## config.mk

```make
export PLATFORM = sky130hd
export DESIGN_NAME = sensor_frame_sync_decoder_flat
export DESIGN_NICKNAME = d
export VERILOG_FILES = /design/src/sv/sfsd_pkg.sv /design/src/sv/sfsd_if.sv /design/src/sv/sensor_frame_sync_decoder.sv /design/src/flat_wrapper.sv
export SDC_FILE = /design/constraint.sdc
export NUM_CORES = 1
export LEC_CHECK = 0
export BUFFER_PORTS_ARGS = -buffer_cell sky130_fd_sc_hd__buf_2
export CORE_ASPECT_RATIO = 1.25
export CORE_MARGIN = 10
export CORE_UTILIZATION = 60
export DETAILED_ROUTE_END_ITERATION = 8
export GPL_TIMING_DRIVEN = 0
export HOLD_SLACK_MARGIN = 0.08
export MAX_ROUTING_LAYER = met4
export PLACE_DENSITY = 0.8
export SYNTH_ARGS = -nofsm -noshare
export SYNTH_HDL_FRONTEND = slang
export SYNTH_SLANG_ARGS = --single-unit
```

## constraint.sdc

```tcl
create_clock -name clk -period 11.9 [get_ports clk]
set_input_delay 1.19 -clock clk [delete_from_list [all_inputs] [get_ports clk]]
set_output_delay 1.19 -clock clk [all_outputs]
set_load 0.02 [all_outputs]
```

## src/sv/sfsd_pkg.sv

```systemverilog
// sfsd_pkg: widths, header constants and the phase type of the sensor frame
// sync decoder. No dependencies; used by the channel interfaces and the top level.

package sfsd_pkg;

  localparam int unsigned BYTE_W         = 8;
  localparam int unsigned LEN_W          = 11;
  localparam int unsigned SLOT_W         = 10;
  localparam int unsigned VALUE_W        = 15;
  localparam int unsigned WINDOW_W       = 3 * BYTE_W;

  localparam int unsigned RING_DEPTH_DEF = 1024;
  localparam int unsigned LEN_MAX        = (1 << LEN_W) - 1;
  localparam logic [LEN_W-1:0] LEN_RESET = LEN_W'(1024);

  localparam logic [BYTE_W-1:0] HDR_BYTE0 = 8'hFF;
  localparam logic [BYTE_W-1:0] HDR_BYTE1 = 8'h18;
  localparam logic [BYTE_W-1:0] HDR_BYTE2 = 8'h00;
  localparam logic [WINDOW_W-1:0] HEADER_WORD = {HDR_BYTE0, HDR_BYTE1, HDR_BYTE2};

  localparam logic [6:0] HUNDREDTHS_PER_UNIT = 7'd100;

  typedef enum logic {
    KIND_SAMPLE  = 1'b0,
    KIND_RETRACT = 1'b1
  } kind_t;

  typedef enum logic [3:0] {
    PH_HUNT   = 4'd0,
    PH_HIGH   = 4'd1,
    PH_LOW    = 4'd2,
    PH_SKIP0  = 4'd3,
    PH_SKIP1  = 4'd4,
    PH_SKIP2  = 4'd5,
    PH_SKIP3  = 4'd6,
    PH_CHECK0 = 4'd7,
    PH_CHECK1 = 4'd8,
    PH_CHECK2 = 4'd9
  } phase_t;

endpackage

```

## src/sv/sfsd_if.sv

```systemverilog
// sfsd_rx_if and sfsd_result_if: valid/ready channels of the sensor frame
// sync decoder. Depends on sfsd_pkg for the payload widths.

interface sfsd_rx_if;
  logic                          valid;
  logic                          ready;
  logic [sfsd_pkg::BYTE_W-1:0]   rx_byte;

  modport source (output valid, output rx_byte, input ready);
  modport sink   (input valid, input rx_byte, output ready);
endinterface

interface sfsd_result_if;
  logic                          valid;
  logic                          ready;
  logic                          kind;
  logic [sfsd_pkg::SLOT_W-1:0]   slot;
  logic [sfsd_pkg::VALUE_W-1:0]  value;
  logic [sfsd_pkg::LEN_W-1:0]    fill_count;

  modport source (output valid, output kind, output slot, output value,
                  output fill_count, input ready);
  modport sink   (input valid, input kind, input slot, input value,
                  input fill_count, output ready);
endinterface

```

## src/sv/sensor_frame_sync_decoder.sv

```systemverilog
// sensor_frame_sync_decoder: header hunt, two-byte sample decode, ring slot
// and fill tracking, trailer check with retract. Depends on sfsd_pkg, sfsd_if.
//
// channel   dir  payload                          handshake
// rx        in   rx_byte[7:0]                     valid/ready
// result    out  kind, slot[9:0], value[14:0],    valid/ready
//                fill_count[10:0]
// cfg       in   cfg_wdata[10:0] (ring_length)    cfg_we, no back-pressure
//
// one byte per cycle while rx.ready is high: the byte is decoded on its transfer
// and any result is registered into the output register by that same transfer.
// rx.ready is low only while a result is held and result.ready is low.
// rst (synchronous) returns to hunting with ring_length 1024, slot and count 0.
// a cfg write restarts hunting and clears slot and count; the byte window is kept.

module sensor_frame_sync_decoder #(
  parameter int unsigned RING_DEPTH = sfsd_pkg::RING_DEPTH_DEF
) (
  input  logic                        clk,
  input  logic                        rst,
  input  logic                        cfg_we,
  input  logic [sfsd_pkg::LEN_W-1:0]  cfg_wdata,
  sfsd_rx_if.sink                     rx,
  sfsd_result_if.source               result
);

  localparam int unsigned DEPTH_CAP =
    (RING_DEPTH > sfsd_pkg::LEN_MAX) ? sfsd_pkg::LEN_MAX : RING_DEPTH;
  localparam logic [sfsd_pkg::LEN_W-1:0] DEPTH_CAP_L = sfsd_pkg::LEN_W'(DEPTH_CAP);

  sfsd_pkg::phase_t                  phase, phase_next;
  logic [sfsd_pkg::WINDOW_W-1:0]     byte_window, byte_window_next;
  logic [sfsd_pkg::BYTE_W-1:0]       high_part, high_part_next;
  logic [sfsd_pkg::LEN_W-1:0]        write_slot, write_slot_next;
  logic [sfsd_pkg::LEN_W-1:0]        valid_count, valid_count_next;
  logic [sfsd_pkg::LEN_W-1:0]        ring_length;

  logic                              out_valid;
  logic                              out_kind;
  logic [sfsd_pkg::SLOT_W-1:0]       out_slot;
  logic [sfsd_pkg::VALUE_W-1:0]      out_value;
  logic [sfsd_pkg::LEN_W-1:0]        out_fill;

  logic                              emit;
  logic                              emit_kind;
  logic [sfsd_pkg::SLOT_W-1:0]       emit_slot;
  logic [sfsd_pkg::VALUE_W-1:0]      emit_value;

  logic [sfsd_pkg::LEN_W-1:0]        eff_len;
  logic [sfsd_pkg::LEN_W:0]          slot_inc;
  logic                              rx_xfer;
  logic                              hdr_hit;

  // zero is taken as one, anything above the ring depth saturates
  always_comb begin
    if (ring_length == '0) begin
      eff_len = sfsd_pkg::LEN_W'(1);
    end else if (ring_length > DEPTH_CAP_L) begin
      eff_len = DEPTH_CAP_L;
    end else begin
      eff_len = ring_length;
    end
  end

  assign rx.ready = !out_valid || result.ready;
  assign rx_xfer  = rx.valid && rx.ready;

  assign byte_window_next = {byte_window[sfsd_pkg::WINDOW_W-sfsd_pkg::BYTE_W-1:0], rx.rx_byte};
  assign hdr_hit          = (byte_window_next == sfsd_pkg::HEADER_WORD);
  assign slot_inc         = {1'b0, write_slot} + (sfsd_pkg::LEN_W+1)'(1);

  always_comb begin
    phase_next       = phase;
    high_part_next   = high_part;
    write_slot_next  = write_slot;
    valid_count_next = valid_count;
    emit             = 1'b0;
    emit_kind        = sfsd_pkg::KIND_SAMPLE;
    emit_slot        = write_slot[sfsd_pkg::SLOT_W-1:0];
    emit_value       = '0;
    unique case (phase)
      sfsd_pkg::PH_HUNT: begin
        if (hdr_hit) begin
          phase_next = sfsd_pkg::PH_HIGH;
        end
      end
      sfsd_pkg::PH_HIGH: begin
        high_part_next = rx.rx_byte;
        phase_next     = sfsd_pkg::PH_LOW;
      end
      sfsd_pkg::PH_LOW: begin
        emit       = 1'b1;
        emit_slot  = write_slot[sfsd_pkg::SLOT_W-1:0];
        emit_value = sfsd_pkg::VALUE_W'(high_part)
                     * sfsd_pkg::VALUE_W'(sfsd_pkg::HUNDREDTHS_PER_UNIT)
                   + sfsd_pkg::VALUE_W'(rx.rx_byte);
        write_slot_next = (slot_inc >= {1'b0, eff_len}) ? '0 : slot_inc[sfsd_pkg::LEN_W-1:0];
        if (valid_count < eff_len) begin
          valid_count_next = valid_count + sfsd_pkg::LEN_W'(1);
        end
        phase_next = sfsd_pkg::PH_SKIP0;
      end
      sfsd_pkg::PH_SKIP0:  phase_next = sfsd_pkg::PH_SKIP1;
      sfsd_pkg::PH_SKIP1:  phase_next = sfsd_pkg::PH_SKIP2;
      sfsd_pkg::PH_SKIP2:  phase_next = sfsd_pkg::PH_SKIP3;
      sfsd_pkg::PH_SKIP3:  phase_next = sfsd_pkg::PH_CHECK0;
      sfsd_pkg::PH_CHECK0: phase_next = sfsd_pkg::PH_CHECK1;
      sfsd_pkg::PH_CHECK1: phase_next = sfsd_pkg::PH_CHECK2;
      sfsd_pkg::PH_CHECK2: begin
        if (hdr_hit) begin
          phase_next = sfsd_pkg::PH_HIGH;
        end else begin
          // lost lock: step the slot back, wrapping below zero
          if (write_slot == '0 || write_slot > eff_len) begin
            write_slot_next = eff_len - sfsd_pkg::LEN_W'(1);
          end else begin
            write_slot_next = write_slot - sfsd_pkg::LEN_W'(1);
          end
          emit       = 1'b1;
          emit_kind  = sfsd_pkg::KIND_RETRACT;
          emit_slot  = write_slot_next[sfsd_pkg::SLOT_W-1:0];
          phase_next = sfsd_pkg::PH_HUNT;
        end
      end
      default: phase_next = sfsd_pkg::PH_HUNT;
    endcase
  end

  always_ff @(posedge clk) begin
    if (rst) begin
      phase       <= sfsd_pkg::PH_HUNT;
      byte_window <= '0;
      high_part   <= '0;
      write_slot  <= '0;
      valid_count <= '0;
      ring_length <= sfsd_pkg::LEN_RESET;
    end else if (cfg_we) begin
      ring_length <= cfg_wdata;
      phase       <= sfsd_pkg::PH_HUNT;
      write_slot  <= '0;
      valid_count <= '0;
    end else if (rx_xfer) begin
      phase       <= phase_next;
      byte_window <= byte_window_next;
      high_part   <= high_part_next;
      write_slot  <= write_slot_next;
      valid_count <= valid_count_next;
    end
  end

  always_ff @(posedge clk) begin
    if (rst) begin
      out_valid <= 1'b0;
    end else if (rx_xfer) begin
      out_valid <= emit;
    end else if (result.ready) begin
      out_valid <= 1'b0;
    end
  end

  always_ff @(posedge clk) begin
    if (rx_xfer && emit) begin
      out_kind  <= emit_kind;
      out_slot  <= emit_slot;
      out_value <= emit_value;
      out_fill  <= valid_count_next;
    end
  end

  assign result.valid      = out_valid;
  assign result.kind       = out_kind;
  assign result.slot       = out_slot;
  assign result.value      = out_value;
  assign result.fill_count = out_fill;

  a_slot_in_ring: assert property (@(posedge clk) disable iff (rst)
    write_slot < eff_len)
    else $error("write slot outside ring");

  a_fill_bounded: assert property (@(posedge clk) disable iff (rst)
    valid_count <= eff_len)
    else $error("fill count above ring length");

  a_cfg_restart: assert property (@(posedge clk) disable iff (rst)
    cfg_we |=> (phase == sfsd_pkg::PH_HUNT && write_slot == '0 && valid_count == '0))
    else $error("config write did not restart hunting");

  a_low_emits: assert property (@(posedge clk) disable iff (rst)
    (rx_xfer && !cfg_we && phase == sfsd_pkg::PH_LOW) |=>
      (out_valid && out_kind == sfsd_pkg::KIND_SAMPLE && phase == sfsd_pkg::PH_SKIP0))
    else $error("decoded frame gave no sample");

  a_retract_zero: assert property (@(posedge clk) disable iff (rst)
    (out_valid && out_kind == sfsd_pkg::KIND_RETRACT) |-> (out_value == '0))
    else $error("retract with non-zero value");

endmodule
```

## src/flat_wrapper.sv

```systemverilog
// flat-port wrapper written by rule: the top's interface ports become plain ports
module sensor_frame_sync_decoder_flat 
#(
  parameter int unsigned RING_DEPTH = sfsd_pkg::RING_DEPTH_DEF
)
  (clk, rst, cfg_we, cfg_wdata, rx_valid, rx_rx_byte, rx_ready, result_valid, result_kind, result_slot, result_value, result_fill_count, result_ready);
  sfsd_rx_if rx_i ();
  sfsd_result_if result_i ();
  input  logic clk;
  input  logic rst;
  input  logic cfg_we;
  input  logic [sfsd_pkg::LEN_W-1:0] cfg_wdata;
  input wire logic [$bits(rx_i.valid)-1:0] rx_valid;
  input wire logic [$bits(rx_i.rx_byte)-1:0] rx_rx_byte;
  output wire logic [$bits(rx_i.ready)-1:0] rx_ready;
  output wire logic [$bits(result_i.valid)-1:0] result_valid;
  output wire logic [$bits(result_i.kind)-1:0] result_kind;
  output wire logic [$bits(result_i.slot)-1:0] result_slot;
  output wire logic [$bits(result_i.value)-1:0] result_value;
  output wire logic [$bits(result_i.fill_count)-1:0] result_fill_count;
  input wire logic [$bits(result_i.ready)-1:0] result_ready;
  assign rx_i.valid = rx_valid;
  assign rx_i.rx_byte = rx_rx_byte;
  assign rx_ready = rx_i.ready;
  assign result_valid = result_i.valid;
  assign result_kind = result_i.kind;
  assign result_slot = result_i.slot;
  assign result_value = result_i.value;
  assign result_fill_count = result_i.fill_count;
  assign result_i.ready = result_ready;
  sensor_frame_sync_decoder #(.RING_DEPTH(RING_DEPTH)) u_core (.clk(clk), .rst(rst), .cfg_we(cfg_we), .cfg_wdata(cfg_wdata), .rx(rx_i), .result(result_i));
endmodule
```

=== Word level (Yosys, flattened, before mapping) ===
Cells that the tools add are included.

* Add/sub/neg operators: 5
* $mul: 1
* Divide/modulo/power cells: 0
* Order comparisons: 4
* Eq/ne operators: 12
* Shift operators: 0
* Multiplexer cells: 17
* Bitwise logic cells: 1
* Reduce and logical (&&, ||, !) cells: 15

{| class="wikitable"
|+ Operator list
! operator !! count
|-
| 11-bit 2-to-1 mux || 7
|-
| 4-bit one-hot mux with 10 select lines || 1
|-
| 24-bit equality test (second input constant) || 1
|-
| 11-bit zero test || 2
|-
| 11-bit one-hot mux with 2 select lines || 1
|-
| 11-bit by 1-bit subtractor with 11-bit output (second input constant) || 2
|-
| 10-bit 2-to-1 mux || 2
|-
| 4-bit by 3-bit equality test with 1-bit output (second input constant) || 4
|-
| 15-bit by 8-bit adder with 15-bit output || 1
|-
| 8-bit by 5-bit multiplier with 13-bit output (second input constant) || 1
|-
| 11-bit by 1-bit adder with 12-bit output (second input constant) || 1
|-
| 12-bit by 11-bit >= comparator with 1-bit output || 1
|-
| 11-bit by 1-bit adder with 11-bit output (second input constant) || 1
|-
| 11-bit > comparator || 1
|-
| 11-bit > comparator (second input constant) || 1
|-
| 11-bit < comparator || 1
|-
| 4-bit by 2-bit equality test with 1-bit output (second input constant) || 2
|-
| 4-bit equality test (second input constant) || 2
|-
| 3-bit AND reduction || 2
|-
| 4-bit by 1-bit equality test with 1-bit output (second input constant) || 1
|-
| 4-bit zero test || 1
|-
| 1-bit 2-to-1 mux || 4
|-
| 4-bit 2-to-1 mux || 1
|-
| 2-bit AND reduction || 2
|-
| 9 further kinds || 12
|}

* Register bits after elaboration: 99
* Bits in latches: 0
* Memory bits (writable): 0
* ROM bits: 0
* Bits of input ports: 24
* Output and inout bits: 39
* Memories: 0

=== Logic depth before layout (Yosys ltp) ===
Gate-level depths: netlist of the first run.

* Word-level depth: 8
* Gate-level depth with buffers: 18
* Gate-level depth less buffers: 16

=== Worst setup path after synthesis of the first run ===
Ideal clock, no wire load.

* Kind: register to register
* Start: register u_core.ring_length[10] in the netlist's numbering
* End: register u_core.write_slot[8] in the netlist's numbering
* Library setup time: 0.095 ns
* Data arrival time: 3.975 ns
* Data required time: 11.805 ns
* Slack: 7.830 ns
* Stages on the path, launching flop included: 19
* Period minus slack after synthesis: 4.070 ns
* Cells stage by stage: dfxtp_1 -> inv_1 -> clkbuf_1 -> nand2_1 -> ha_1 -> nand4_1 -> or3_4 -> o311a_1 -> nor2_2 -> clkbuf_1 -> nor2_1 -> a21oi_1 -> ha_1 -> clkbuf_1 -> and3_1 -> o2111ai_1 -> a21boi_1 -> o31ai_1 -> a221oi_1

* Longest elaborated chain between the ends: 8
* Elaborated cells on any way between the ends: 12
* Classes of those cells: add/sub: 1; order compare: 3; mux: 6; reduce/logical: 2

{| class="wikitable"
|+ Ends and longest elaborated chain
! what !! line !! RTL
|-
| start, declared || sensor_frame_sync_decoder.sv:36 || <nowiki>logic [sfsd_pkg::LEN_W-1:0] ring_length;</nowiki>
|-
| start signal, assigned || sensor_frame_sync_decoder.sv:136 || <nowiki>ring_length <= sfsd_pkg::LEN_RESET;</nowiki>
|-
| start signal, assigned || sensor_frame_sync_decoder.sv:138 || <nowiki>ring_length <= cfg_wdata;</nowiki>
|-
| 11-bit > comparator || sensor_frame_sync_decoder.sv:58 || <nowiki>end else if (ring_length > DEPTH_CAP_L) begin</nowiki>
|-
| 11-bit 2-to-1 mux || sensor_frame_sync_decoder.sv:58 ||
|-
| 11-bit 2-to-1 mux (*) || sensor_frame_sync_decoder.sv:56 || <nowiki>if (ring_length == '0) begin</nowiki>
|-
| 11-bit > comparator || sensor_frame_sync_decoder.sv:114 || <nowiki>if (write_slot == '0 || write_slot > eff_len) begin</nowiki>
|-
| 1-bit logical OR || sensor_frame_sync_decoder.sv:114 ||
|-
| 11-bit 2-to-1 mux || sensor_frame_sync_decoder.sv:114 ||
|-
| 11-bit 2-to-1 mux || sensor_frame_sync_decoder.sv:110 || <nowiki>if (hdr_hit) begin</nowiki>
|-
| 11-bit one-hot mux with 2 select lines (*) || sensor_frame_sync_decoder.sv:81 || <nowiki>unique case (phase)</nowiki>
|-
| end signal, assigned || sensor_frame_sync_decoder.sv:146 || <nowiki>write_slot <= write_slot_next;</nowiki>
|-
| end, declared || sensor_frame_sync_decoder.sv:34 || <nowiki>logic [sfsd_pkg::LEN_W-1:0] write_slot, write_slot_next;</nowiki>
|}

Every way passes the cells marked *; elsewhere a longest branch is shown, timed or not. The select of a mux whose other input is x is not followed.
A chain may end at the register's enable or synchronous reset.

=== Final worst setup path of the first run ===
Ends and elaborated chain as after synthesis.

==> impl_metrics.yaml, run 1 <==
placement:
  gp_congestion: 0.949
  io_buffer_count: 61
  dp_slack_ns: 6.70
  dpl.hpwl_microns: 13800
run:
  maxCapViolations: 0
floorplanning:
  initial_core_util_pct: 61.7
  io_pins: 63
  die-area_sq_um: 15500
  fp.dieH_microns: 137
  placement_rows: 42
  core_sq_um: 10600
  dieWidth_microns: 113
logic_synthesis:
  synth_warnings: 0
  synth_top_area_cell: "dfxtp_1"
  ys_top_cells_by_area: "dfxtp_1 (19%), edfxtp_1 (17%), ha_1 (14%)"
  ys_seq_elements: 99
  synth_nets: 842
  yosysSeqAreaShare_pct: 35.9
  synthCells: 743
  synth_area_sq_um: 6550
  synth.avg_cell_area_sq_um: 8.82
  synth-edff-count: 37
  ys_async_sr_fraction_pct: 0
  yosysUniqueCellTypes: 77
  ys.flop_type: "dfxtp_1"
  synth_top_area_share_pct: 18.9
power:
  leakagePower_uw: 0.00321
  seqPwrFrac_pct: 50.0
  power.switching_uw: 189
  comb_power_share_pct: 8.4
  ir_worst_vdd_v: 0.0000840
  pwr-share-clk_pct: 41.6
  cellPowerDensity_nw_per_um2: 96.9
  p_int_uw: 523
  switching_share_pct: 26.5
layout:
  synthToLayoutAreaGrowth_pct: 12.1
  drive_gt1_share_pct: 12.4
  nets: 915
  antenna_cells: 0
setup_path:
  r2r_cells: 18
  crit_required_ns: 12.16
  crit_end: "u_core.write_slot[8]"
  start_kind: "flip-flop"
  critical_path_class: "reg2reg"
  cp_slowest_cell: "clkbuf_1"
  end_kind: "flip-flop"
  reg2reg_slack_ns: 6.58
  worstReg2RegEnd: "u_core.write_slot[8]"
  cp_max_fo: 11
  r2r_start: "u_core.ring_length[10]"
  crit_top_cell: "clkbuf_1"
  arrival_ns: 5.58
  cpPeakStageDelay_ns: 0.45
  worstPathCellList: "inv_1 -> clkbuf_1 -> nand2_1 -> ha_1 -> nand4_1 -> nor4b_4 -> o21ai_0 -> nor2_2 -> clkbuf_1 -> nor2_1 -> a21oi_1 -> ha_1 -> clkbuf_1 -> and3_1 -> o2111ai_1 -> a21boi_1 -> o31ai_1 -> a221oi_1"
  startpoint: "u_core.ring_length[10]"
global_routing:
  grt_pass1_wl_microns: 28900
  grt_max_degree: 28
  grt_pass1_vias: 5790
  grt_overflow: 0
  grt_usage_pct: 23.6
  antenna_found_initial: 0
clocking:
  htree_num_levels: 3
  cts-root-buf: "clkbuf_16"
  cts.hold.buffers_added: 0
  clockBufferDepth: 2
  cts_made_buffers: 9
  cts_tree: "built"
  clock_sinks: 99
  insertion_delay_ns: 0.36
  post_cts_resized: 0
  clkSlewWorstSetupHoldPaths_ns: 0.08
  cts_setup_buffers: 0
timing:
  period_share_pct: 44.7
  setup_viol: 0
  hold_viol_final: 0
  max_freq_ghz: 0.188
  setup_slack_ns: 6.58
  tns_ns: 0
  worstMarginPinSlew_ns: 0.789
  relSlewSlack_pct: 46.9
  rsz0062_at_grt: "no"
  drv_slew: 0
  clock_skew_ns: 0.0128
  layout_min_cycle_time_ns: 5.32
routing:
  ant_nets: 0
  wl_microns: 17700
  via_per_inst: 5.99
  vias: 5713
  dr.pass1.iters: 5
  routedWlPerCell_microns: 18.6
  initialDrtViolationCount: 330
  drcViolationCount: 0
status:
  outcome: "finished, final reports clean"
min_path:
  hold_class: "reg2reg"
registers in the layout (all words and copies together) (netlist names):
register                  cells
u_core.result.kind            1
u_core.valid_count           11
u_core.write_slot            11
u_core.high_part              8
u_core.ring_length           11
u_core.byte_window           16
u_core.result.slot           10
u_core.result.value          15
u_core.result.fill_count     11
u_core.result.valid           1
u_core.phase                  4
power groups by stage:
| stage | Sequential (uW) | Clock (uW) | Combinational, uW |
|---|---|---|---|
| CTS | 356 | 301 | 59.1 |
| global route | 357 | 314 | 66.0 |
| floorplan | 363 | 0 | 40.2 |
| global placement | 364 | 0 | 57.3 |
| finish | 356 | 296 | 60.0 |
| detailed placement | 364 | 0 | 58.4 |
how the worst min path moves through the flow:
stage	from	endpoint	slack, ns	cells after the start
finish	u_core.byte_window[8]	u_core.byte_window[8]	0.46	2
global route	u_core.byte_window[13]	u_core.byte_window[13]	0.48	2
CTS	u_core.byte_window[8]	u_core.byte_window[8]	0.46	2
detailed placement	u_core.byte_window[8]	u_core.byte_window[8]	0.45	2
global placement	u_core.byte_window[8]	u_core.byte_window[8]	0.44	2
floorplan	u_core.byte_window[8]	u_core.byte_window[8]	0.43	2
per-layer routing:
metal	track usage, %	vias to the layer above	wire length [microns]
met5	-	-	0
met2	41.8	183	9310
met4	8.76	0	516
li1	-	2791	-
met3	3.68	36	822
met1	26.0	2703	7100
worst max-delay path: cells and delay by family, from the launching register on:
kind,cells,cell delay [ns]
adders and majority gates,2,0.60
DFF,1,0.41
buffers and inverters,4,1.33
AOI/OAI and AO/OA,6,1.18
and+or+nand+nor,6,1.69
cells by family after synthesis:
family,count (synthesis),share of synthesized area [%]
AO/OA/AOI/OAI,153,15.0
adder cells (fa/ha/maj),75,14.8
XOR/XNOR,55,7.35
flip-flops,99,35.9
multiplexers,18,2.79
AND/OR/NAND/NOR,267,19.4
buffers and inverters,76,4.81
layout by cell type, fill, tap and decap left out, types with 5 or more instances in the layout:
cell type,count
a21o_1,12
a21oi_1,55
a31oi_1,5
and3_1,7
buf_2,65
clkbuf_1,27
clkbuf_16,9
dfxtp_1,62
edfxtp_1,37
ha_1,71
inv_1,39
mux2i_1,16
nand2_1,87
nand3_1,17
nand4_1,10
nor2_1,84
nor3_1,17
nor4_1,8
o21ai_0,33
xnor2_1,35
xor2_1,20
per-stage QoR:
| step | cell area [sq um] | hold WS (ns) | cells | util (%) | power (uW) |
|---|---|---|---|---|---|
| detailed placement | 7040 | 0.448 | 937 | 66.4 | 422 |
| floorplan | 6550 | 0.431 | 743 | - | 403 |
| global placement | 7020 | 0.441 | 936 | 66.2 | 421 |
| global route | 7350 | 0.485 | 953 | 69.2 | 737 |
| finish | 7350 | 0.455 | 953 | 69.2 | 712 |
| CTS | 7350 | 0.459 | 953 | 69.2 | 716 |
final cells by class:
cell class / instances / area, sq um
clock buffer: 9 / 225
sequential: 99 / 2350
buffer: 36 / 166
timing repair buffer: 62 / 325
clock inverter: 7 / 78.8
fill: 869 / 3270
inverter: 40 / 150
tap: 132 / 165
multi-input combinational: 568 / 3880
synthesized netlist by cell type, types with 5 or more instances:
| library cell | n |
|---|---|
| nor2_1 | 84 |
| ha_1 | 71 |
| xnor2_1 | 35 |
| dfxtp_1 | 62 |
| xor2_1 | 20 |
| a21o_1 | 12 |
| nand2_1 | 87 |
| and3_1 | 7 |
| edfxtp_1 | 37 |
| nand3_1 | 17 |
| nand4_1 | 10 |
| nor3_1 | 17 |
| nor4_1 | 8 |
| clkbuf_1 | 28 |
| mux2i_1 | 16 |
| inv_1 | 39 |
| a31oi_1 | 5 |
| o21ai_0 | 33 |
| a21oi_1 | 55 |
(Power assumes the default switching activity.)
==> run 2, diff against run 1 <==
Settings changed: CORE_UTILIZATION 60 to 54, PLACE_DENSITY 0.8 to 0.76.
Clock period 11.9 ns to 4.35 ns, I/O delays scaled along.
==> run 2 against run 1 <==
  * Global-route usage shrank 2.8 points
  * Wire length shrank 4.1%
  * Total power grew to 2.8 times the previous value
  * Flip-flop and latch count is the same
  * Sequential power grew to 2.7 times the previous value
  * Combinational power grew to 2.8 times the previous value
  * Count of clock-buffer cells in the layout grew 1
  * Via count grew 0.37%
  * Clock skew shrank 0.0016 ns
  * Hold slack lost 0.15 ns
  * Final cell count grew 3.1%
  * Critical endpoint unchanged
==> impl_metrics.yaml, run 2 (synthesis results as in run 1) <==
status:
  outcome: "finished, final reports clean"
clocking:
  insertion_delay_ns: 0.36
  cts.hold.buffers_added: 0
  htree_num_levels: 3
  cts-root-buf: "clkbuf_16"
  cts_made_buffers: 9
  clock_sinks: 99
  cts_tree: "built"
  clockBufferDepth: 2
  clkSlewWorstSetupHoldPaths_ns: 0.07
min_path:
  min_from: "cfg_wdata[10]"
  hold_class: "in2reg"
  hold_path_end: "u_core.ring_length[10]"
  min_path_cells: 3
global_routing:
  grt_overflow: 0
  antenna_found_initial: 0
  grt_max_degree: 36
  grt_pass1_wl_microns: 28200
  grt_pass1_vias: 5726
  grt_usage_pct: 20.8
timing:
  relSlewSlack_pct: 50.6
  max_freq_ghz: 0.246
  drv_slew: 0
  period_share_pct: 93.4
  worstMarginPinSlew_ns: 0.734
  hold_slack_ns: 0.303
  clock_skew_ns: 0.0112
  setup_viol: 0
  hold_viol_final: 0
  layout_min_cycle_time_ns: 4.06
  rsz0062_at_grt: "no"
routing:
  ant_nets: 0
  wl_met3_microns: 894
  routedWlPerCell_microns: 17.3
  dr.pass1.iters: 7
  wl_microns: 17000
  drcViolationCount: 0
  vias: 5734
  wl_met1_microns: 6630
  highest_layer: "met4"
  via_per_inst: 5.83
  initialDrtViolationCount: 391
  route.met2.wl_microns: 8900
setup_path:
  crit_family: "simple AND/OR/NAND/NOR gates"
  cp_slowest_cell: "or3_4"
  crit_required_ns: 4.62
  cp_max_fo: 11
  worstReg2RegEnd: "u_core.write_slot[8]"
  worstPathCellList: "inv_1 -> clkbuf_4 -> nand2_2 -> ha_1 -> nand4_1 -> or3_4 -> o311a_1 -> nor2_2 -> buf_2 -> nor2_1 -> a21oi_1 -> ha_2 -> and3_1 -> o2111ai_1 -> a21boi_1 -> o31ai_1 -> a221oi_1"
  arrival_ns: 4.34
  r2r_cells: 17
  cp.buffers_inverters: 3
  r2r_start: "u_core.ring_length[10]"
  reg2reg_slack_ns: 0.29
  start_kind: "flip-flop"
  cpPeakStageDelay_ns: 0.44
  end_kind: "flip-flop"
  critical_path_class: "reg2reg"
floorplanning:
  fp.dieH_microns: 143
  placement_rows: 44
  initial_core_util_pct: 55.9
  die-area_sq_um: 17000
  dieWidth_microns: 119
  core_sq_um: 11700
  io_pins: 63
power:
  comb_power_share_pct: 8.4
  ir_worst_vdd_v: 0.000200
  power.switching_uw: 514
  leakagePower_uw: 0.00324
  p_int_uw: 1470
  cellPowerDensity_nw_per_um2: 266
  switching_share_pct: 26.0
  seqPwrFrac_pct: 49.2
  pwr-share-clk_pct: 42.4
placement:
  dpl.hpwl_microns: 13100
  placed_cell_area_sq_um: 7080
  io_buffer_count: 61
  gp_congestion: 0.955
layout:
  mostFrequentLayoutCells: "nor2_1 (83), nand2_1 (81), ha_1 (70), buf_2 (66), dfxtp_1 (62)"
  nets: 916
  regMostFlops: "u_core.byte_window"
  largest_register_ffs: 16
  drive_gt1_share_pct: 14.1
  synthToLayoutAreaGrowth_pct: 13.5
  final_common_cell: "nor2_1"
  fin_area_sq_um: 7430
  antenna_cells: 0
run:
  maxCapViolations: 0
==> run 2: changes by cell type in the layout (fill, tap and decap cells not counted), moves of 2 or more <==
cell | previous run | this run
clkinv_8 | 2 | 0
nand2_1 | 87 | 81
nand2_2 | 0 | 6
buf_4 | 1 | 4
inv_8 | 1 | 3
clkbuf_1 | 27 | 23
==> run 2: metal layers <==
metal,up-vias,GRT usage (%)
met3,42,3.83
met2,176,37.0
li1,2789,-
met4,0,9.53
met1,2727,22.2
met5,-,-
==> run 2: repair_timing <==
| action | 4_1_cts | 5_1_grt |
|---|---|---|
| endpoints found under the setup margin | 9 | 6 |
| pin swaps | 1 | 0 |
| gates cloned | 0 | 0 |
| buffers inserted | 1 | 2 |
| gates resized for setup | 5 | 10 |
==> run 2: worst register-to-register path: cells and delay by family (launching register included) <==
kind | cells | cell delay [ns]
AND/OR/NAND/NOR | 6 | 1.21
buffers and inverters | 3 | 0.63
AO/OA/AOI/OAI | 6 | 1.11
adder cells (fa/ha/maj) | 2 | 0.64
flip-flops | 1 | 0.39
==> run 2: through the flow <==
stage	power [uW]	util [%]	instances	TNS (ns)	worst slack [ns]
after floorplan	1100	-	743	0	0.280
after global placement	1150	60.2	965	-4.27	-0.687
after detailed placement	1150	60.4	966	-4.50	-0.714
after CTS	1980	63.1	981	0	0.0269
after global routing	2040	63.4	983	0	0.00952
final	1980	63.4	983	0	0.286
==> run 2: worst max-delay path by stage <==
| stage | start | to | slack (ns) | cells after the start |
|---|---|---|---|---|
| final | u_core.ring_length[10] | u_core.write_slot[8] | 0.29 | 17 |
| after global routing | u_core.ring_length[10] | u_core.write_slot[8] | 0.01 | 17 |
| after CTS | u_core.ring_length[10] | u_core.write_slot[8] | 0.03 | 17 |
| after detailed placement | u_core.ring_length[10] | u_core.write_slot[8] | -0.71 | 18 |
| after global placement | u_core.ring_length[10] | u_core.write_slot[4] | -0.69 | 18 |
| after floorplan | u_core.ring_length[10] | u_core.write_slot[8] | 0.28 | 18 |
==> run 2: power groups by stage <==
stage          registers [uW]  clock network [uW]  logic [uW]
2_1_floorplan             992                   0         110
3_3_place_gp              995                   0         154
3_5_place_dp              995                   0         158
4_1_cts                   974                 842         160
5_1_grt                   976                 883         181
6_report                  975                 840         166
==> run 2: layout make-up <==
type / instances / area [sq um]
Sequential cell: 99 / 2350
Buffer: 34 / 164
Clock buffer: 10 / 250
Clock inverter: 6 / 60.1
Inverter: 40 / 150
Tap cell: 161 / 201
Fill cell: 1002 / 4290
Timing Repair Buffer: 65 / 348
Multi-Input combinational cell: 568 / 3910
